File: src/rtl/core/fsbps_ram.sv
// ----------------------------------------------------------------------------
// fsbps_ram
// Generic single-write, single-read RAM with a registered read port.
// ----------------------------------------------------------------------------
`default_nettype none

module fsbps_ram #(
   parameter int WIDTH = 8,
   parameter int DEPTH = 256,
   localparam int AW = $clog2(DEPTH)
) (
   input  wire logic             clock,
   input  wire logic             wr_en,
   input  wire logic [AW-1:0]    wr_addr,
   input  wire logic [WIDTH-1:0] wr_data,
   input  wire logic [AW-1:0]    rd_addr,
   output logic      [WIDTH-1:0] rd_data
);

   logic [WIDTH-1:0] mem_ff [DEPTH];
   logic [WIDTH-1:0] rd_data_ff;

   always_ff @(posedge clock) begin
      if (wr_en) begin
         mem_ff[wr_addr] <= wr_data;
      end
      rd_data_ff <= mem_ff[rd_addr];
   end

   assign rd_data = rd_data_ff;

endmodule

`default_nettype wire

File: config.mk
export PLATFORM = sky130hd
export DESIGN_NAME = fsbps_ram
export DESIGN_NICKNAME = d
export VERILOG_FILES = /design/src/rtl/core/fsbps_ram.sv
export SDC_FILE = /design/constraint.sdc
export NUM_CORES = 2
export LEC_CHECK = 0
export BUFFER_PORTS_ARGS = -buffer_cell sky130_fd_sc_hd__buf_4
export CORE_MARGIN = 1.5
export CORE_UTILIZATION = 40
export DETAILED_ROUTE_END_ITERATION = 8
export GPL_TIMING_DRIVEN = 0
export SETUP_SLACK_MARGIN = 0.3
export SLEW_MARGIN = 20
export SYNTH_ARGS = -nofsm -noshare
export SYNTH_HDL_FRONTEND = slang
export SYNTH_SLANG_ARGS = --single-unit
File: constraint.sdc
create_clock -name clock -period 5.75 [get_ports clock]
set_input_delay 0.8625 -clock clock [delete_from_list [all_inputs] [get_ports clock]]
set_output_delay 0.8625 -clock clock [all_outputs]
set_load 0.1 [all_outputs]
======== After elaboration in Yosys (flattened, before gate mapping) ========
Memory sizes are Yosys's and may differ from the RTL's. A register that Yosys moved wholly into a read port is not among the register bits.
Index checks and enable logic that the tools add are counted.
word-level totals
  word-level logic and storage cells ...... 3
  memories ................................ 1
  bits in registers ....................... 0
  bits in writable memories ............... 2,048
  output and inout bits ................... 8
  input port bits ......................... 26
memory list
  memory  words  bits a word  read ports  clocked after Yosys merged registers in  write ports  line  text
  mem_ff  256    8            1           1                                        1            20    logic [WIDTH-1:0] mem_ff [DEPTH];
operators by class
  mux-type cells .......................... 2
operator list
  operator  count
  $mux 1    2

======== Logic depth before layout (Yosys ltp) ========
  depth after elaboration ................. 2
  mapped depth ............................ 11
  mapped depth without buffers ............ 6

======== Least setup slack after synthesis ========
Ideal clock, no wire load.
  path type ............................... input-to-reg
  from .................................... input rd_addr[0]
  to ...................................... register rd_data_ff[2] (netlist: rd_data[2]), read port of mem_ff
  data required time ...................... 5.619 ns
  stages on the path ...................... 9
  setup time .............................. 0.131 ns
  arrival time ............................ 2.669 ns
  slack ................................... 2.950 ns
  path buffers ............................ 4
  cells stage by stage .................... buf_6 buf_12 buf_8 buf_2 mux4_2 a22oi_1 a21oi_1 nor4_1 nor4_2
RTL lines
  what             line  text
  start, declared  16    input wire logic [AW-1:0] rd_addr,
  end, declared    21    logic [WIDTH-1:0] rd_data_ff;

==> flow_summary.html <==
<table>
<tr><th>Metric</th><th>Value</th></tr>
<tr><th colspan="2">Critical path</th></tr>
<tr><td>Element type at the critical path end</td><td>register</td></tr>
<tr><td>Startpoint-to-endpoint class of the critical path</td><td>in -&gt; reg</td></tr>
<tr><td>Crit path buffers/inverters</td><td>5</td></tr>
<tr><td>Reg2reg start</td><td>mem_ff[67][4]</td></tr>
<tr><td>CP max stage cell</td><td>a22oi_1</td></tr>
<tr><td>Most repeated library cell on the critical path</td><td>clkbuf_1</td></tr>
<tr><td>Worst Setup Start Kind</td><td>input pin</td></tr>
<tr><td>Largest delay contributor family on the critical path</td><td>buffers and inverters</td></tr>
<tr><td>Maximum fanout encountered on the critical timing path</td><td>10</td></tr>
<tr><td>Ordered list of cells on the worst path</td><td>buf_4, buf_4, clkbuf_1, clkbuf_1, clkbuf_1, a21oi_1, a22oi_1, nor4_2</td></tr>
<tr><td>Crit path arrival time</td><td>5110 ps</td></tr>
<tr><td>Startpoint of the most critical setup path</td><td>rd_addr[4]</td></tr>
<tr><td>CP Data Required Time</td><td>6420 ps</td></tr>
<tr><td>Largest stage delay, worst path</td><td>920 ps</td></tr>
<tr><th colspan="2">STA</th></tr>
<tr><td>Post-route minimum period</td><td>4440 ps</td></tr>
<tr><td>Total count of max-transition violations in the final report</td><td>0</td></tr>
<tr><td>Maximum frequency from static timing analysis</td><td>0.225 GHz</td></tr>
<tr><td>Total negative slack for setup checks</td><td>0 ps</td></tr>
<tr><td>Setup repair after global routing missed its margin</td><td>no</td></tr>
<tr><td>Worst-case clock skew</td><td>40.9 ps</td></tr>
<tr><td>Post-route clock period utilization</td><td>77.2%</td></tr>
<tr><td>Slew Limit Headroom</td><td>14.4%</td></tr>
<tr><td>Number of endpoints failing setup at the final stage</td><td>0</td></tr>
<tr><td>Worst-Margin Slew</td><td>1280 ps</td></tr>
<tr><td>Number of failing hold endpoints at the final stage</td><td>0</td></tr>
<tr><th colspan="2">Floorplan</th></tr>
<tr><td>Effective utilization at floorplan</td><td>40.3%</td></tr>
<tr><td>Die H</td><td>449 um</td></tr>
<tr><td>Die footprint</td><td>202000 sq um</td></tr>
<tr><td>Core area</td><td>197000 sq um</td></tr>
<tr><td>Site Rows</td><td>163</td></tr>
<tr><td>I/O pin count</td><td>34</td></tr>
<tr><td>Die Wd</td><td>449 um</td></tr>
<tr><th colspan="2">Synthesis</th></tr>
<tr><td>Cell variety after synth</td><td>55</td></tr>
<tr><td>Sequential area share after synthesis</td><td>77.5%</td></tr>
<tr><td>Post-Synthesis Net Count</td><td>3759</td></tr>
<tr><td>Warnings, synthesis</td><td>0</td></tr>
<tr><td>Synth Flop Type</td><td>edfxtp_1</td></tr>
<tr><td>Number of cells produced by synthesis</td><td>3733</td></tr>
<tr><td>FF+latch count, synth</td><td>2056</td></tr>
<tr><td>Async set-reset flop share out of synthesis</td><td>0%</td></tr>
<tr><td>Post-synthesis instance area</td><td>79600 sq um</td></tr>
<tr><td>Count of flip-flops with a built-in enable after synthesis</td><td>2048</td></tr>
<tr><td>Top cells by area, synth</td><td>edfxtp_1, mux4_2, mux2i_1</td></tr>
<tr><td>Post-synth top cells</td><td>edfxtp_1, mux4_2, nor2_1</td></tr>
<tr><td>Library cell occupying the most area in the post-synthesis netlist</td><td>edfxtp_1</td></tr>
<tr><td>Most common cell in the synthesized netlist</td><td>edfxtp_1</td></tr>
<tr><td>Area share of the largest cell type after synthesis</td><td>77.3%</td></tr>
<tr><td>Average cell area after synthesis</td><td>21.3 sq um</td></tr>
<tr><th colspan="2">Clock network</th></tr>
<tr><td>Number of clock buffers inserted by TritonCTS</td><td>201</td></tr>
<tr><td>Clk buf depth</td><td>3</td></tr>
<tr><td>Hold_buf cts</td><td>0</td></tr>
<tr><td>Insertion delay to the later sink of the worst-skew pair</td><td>860 ps</td></tr>
<tr><td>TritonCTS clock tree</td><td>built</td></tr>
<tr><td>CTS H-tree depth</td><td>4</td></tr>
<tr><td>Clock root cell</td><td>clkbuf_16</td></tr>
<tr><td>Clock transition at the registers of the reported paths</td><td>60 ps</td></tr>
<tr><td>Number of buffers added for setup after CTS</td><td>0</td></tr>
<tr><td>Quantity of gates resized following cts</td><td>0</td></tr>
<tr><td>TritonCTS Sinks</td><td>2056</td></tr>
<tr><th colspan="2">Power</th></tr>
<tr><td>Net Sw Power</td><td>7.14 mW</td></tr>
<tr><td>Combinational share of power</td><td>6.0%</td></tr>
<tr><td>Proportion of power drawn by flip-flops and latches</td><td>52.3%</td></tr>
<tr><td>Power per unit of standard cell area</td><td>348 nW/um^2</td></tr>
<tr><td>IR drop worst, VDD</td><td>0.278 mV</td></tr>
<tr><td>Switching part of the total</td><td>22.6%</td></tr>
<tr><td>Lkg Pwr</td><td>27.9 nW</td></tr>
<tr><td>Internal power contribution</td><td>24.5 mW</td></tr>
<tr><td>Portion of total power attributed to the clock network</td><td>41.7%</td></tr>
<tr><th colspan="2">Run status</th></tr>
<tr><td>Result of the run</td><td>finished clean</td></tr>
<tr><th colspan="2">GRT</th></tr>
<tr><td>First-pass GRT wire length</td><td>332 mm</td></tr>
<tr><td>Total global routing track utilization</td><td>23.8%</td></tr>
<tr><td>Antenna violations before repair</td><td>24</td></tr>
<tr><td>Maximum number of pins on one net before global-route repair</td><td>133</td></tr>
<tr><td>Leftover overflow at the end of global routing</td><td>0</td></tr>
<tr><td>Number of global-route vias before repair</td><td>40200</td></tr>
<tr><th colspan="2">Cells and area</th></tr>
<tr><td>Number of cells in the finished layout apart from fillers</td><td>6820</td></tr>
<tr><td># fillers</td><td>16500</td></tr>
<tr><td>Area of combinational cells with multiple inputs</td><td>16500 sq um</td></tr>
<tr><td>Nets</td><td>4026</td></tr>
<tr><td>Synth-to-Final Area Change</td><td>14.0%</td></tr>
<tr><td>Ratio of cells with drive above 1 in the final layout</td><td>23.2%</td></tr>
<tr><td>Footprint of the flip-flops and latches</td><td>61700 sq um</td></tr>
<tr><td>Final instance area</td><td>90700 sq um</td></tr>
<tr><th colspan="2">Worst hold path</th></tr>
<tr><td>Class of the worst hold path</td><td>in -&gt; reg</td></tr>
<tr><td>Worst hold start</td><td>wr_data[3]</td></tr>
<tr><th colspan="2">Placement</th></tr>
<tr><td>Count of placed standard cells including taps</td><td>6436</td></tr>
<tr><td>IO Port Bufs</td><td>26</td></tr>
<tr><td>Global placer's final weighted congestion</td><td>0.950</td></tr>
<tr><td>Total placed instance area</td><td>84200 sq um</td></tr>
<tr><td>HPWL reported at the end of detailed placement</td><td>167 mm</td></tr>
<tr><th colspan="2">Drt</th></tr>
<tr><td>Routed length per placed instance</td><td>35.6 um</td></tr>
<tr><td>Wirelength, routed</td><td>243 mm</td></tr>
<tr><td>ANT nets after route</td><td>0</td></tr>
<tr><td>Count of unresolved DRC violations after routing</td><td>0</td></tr>
<tr><td>First DRT Iteration DRCs</td><td>6638</td></tr>
<tr><td>Via count of the routed design</td><td>41400</td></tr>
<tr><td>Vias per inst</td><td>6.07</td></tr>
<tr><td>DR pass1 iterations</td><td>6</td></tr>
<tr><th colspan="2">Run</th></tr>
<tr><td>Count of maximum capacitance violations</td><td>0</td></tr>
</table>
## final timing paths
| check | to | slack [ps] | cells past startpoint |
|---|---|---|---|
| max | rd_data[6] | 1310 | 8 |
| min | mem_ff[67][3] | 230 | 1 |
| max reg2reg | rd_data[4] | 2710 | 5 |
| min reg2reg | rd_data[6] | 1370 | 5 |
## power by group through the flow
stage          sequential, mW  combinational (mW)  clock (mW)
5_1_grt                  16.5                1.92        13.8
4_1_cts                  16.5                1.86        13.3
6_report                 16.5                1.89        13.2
3_3_place_gp             16.9                1.77           0
3_5_place_dp             16.8                1.86           0
2_1_floorplan            16.9               0.803           0
## state kept, by name, summed over array words and instances (netlist names)
signal,count
mem_ff,2048
rd_data,8
## cell usage in the layout, fill, tap and decap left out, drive strengths merged, types with 10 or more instances in the layout
cell type / count
diode: 16
clkinv: 100
nand4: 10
o211ai: 10
a21oi: 96
o22ai: 28
mux4: 456
a221oi: 14
o21ai: 12
mux2i: 134
nor2b: 31
edfxtp: 2048
a211oi: 16
a22oi: 133
buf: 186
clkbuf: 347
nor3: 22
o221ai: 47
nor4: 27
inv: 10
nand2: 33
nor2: 282
nand3: 34
bufinv: 20
## through the flow
step	power [mW]	hold slack, ps	worst slack, ps	util [%]
final	31.6	230	1310	46.0
after global routing	32.3	194	1440	45.9
after CTS	31.7	172	1480	45.9
after detailed placement	18.7	1070	553	42.6
after global placement	18.6	1360	-5.18	42.1
after floorplan	17.7	770	2950	-
## logic make-up (layout without fill, tap and decap cells)
group           Yosys count  in the layout  share of synthesized area (%)
compound gates          385            385                           3.42
buf+inv                 235            666                           1.83
flops                  2056           2056                           77.5
mux                     591            591                           14.6
other cells               0             16                              0
simple gates            466            466                           2.63
## metal layers
metal	GRT usage, %	wire, um
met1	32.5	94000
met2	36.9	113000
met3	5.97	25900
met4	9.31	9860
met5	0	113
## cell type report
type | instances | share of cell area [%]
clock inverters | 131 | 1.45
plain buffers | 233 | 1.65
repair buffers | 64 | 1.31
flip-flops and latches | 2056 | 68.0
diodes | 16 | 0.0441
clock buffers | 236 | 5.71
well taps | 2640 | 3.64
multi-input cells | 1442 | 18.2
inverters | 2 | 0.00827
(Power assumes the default switching activity.)
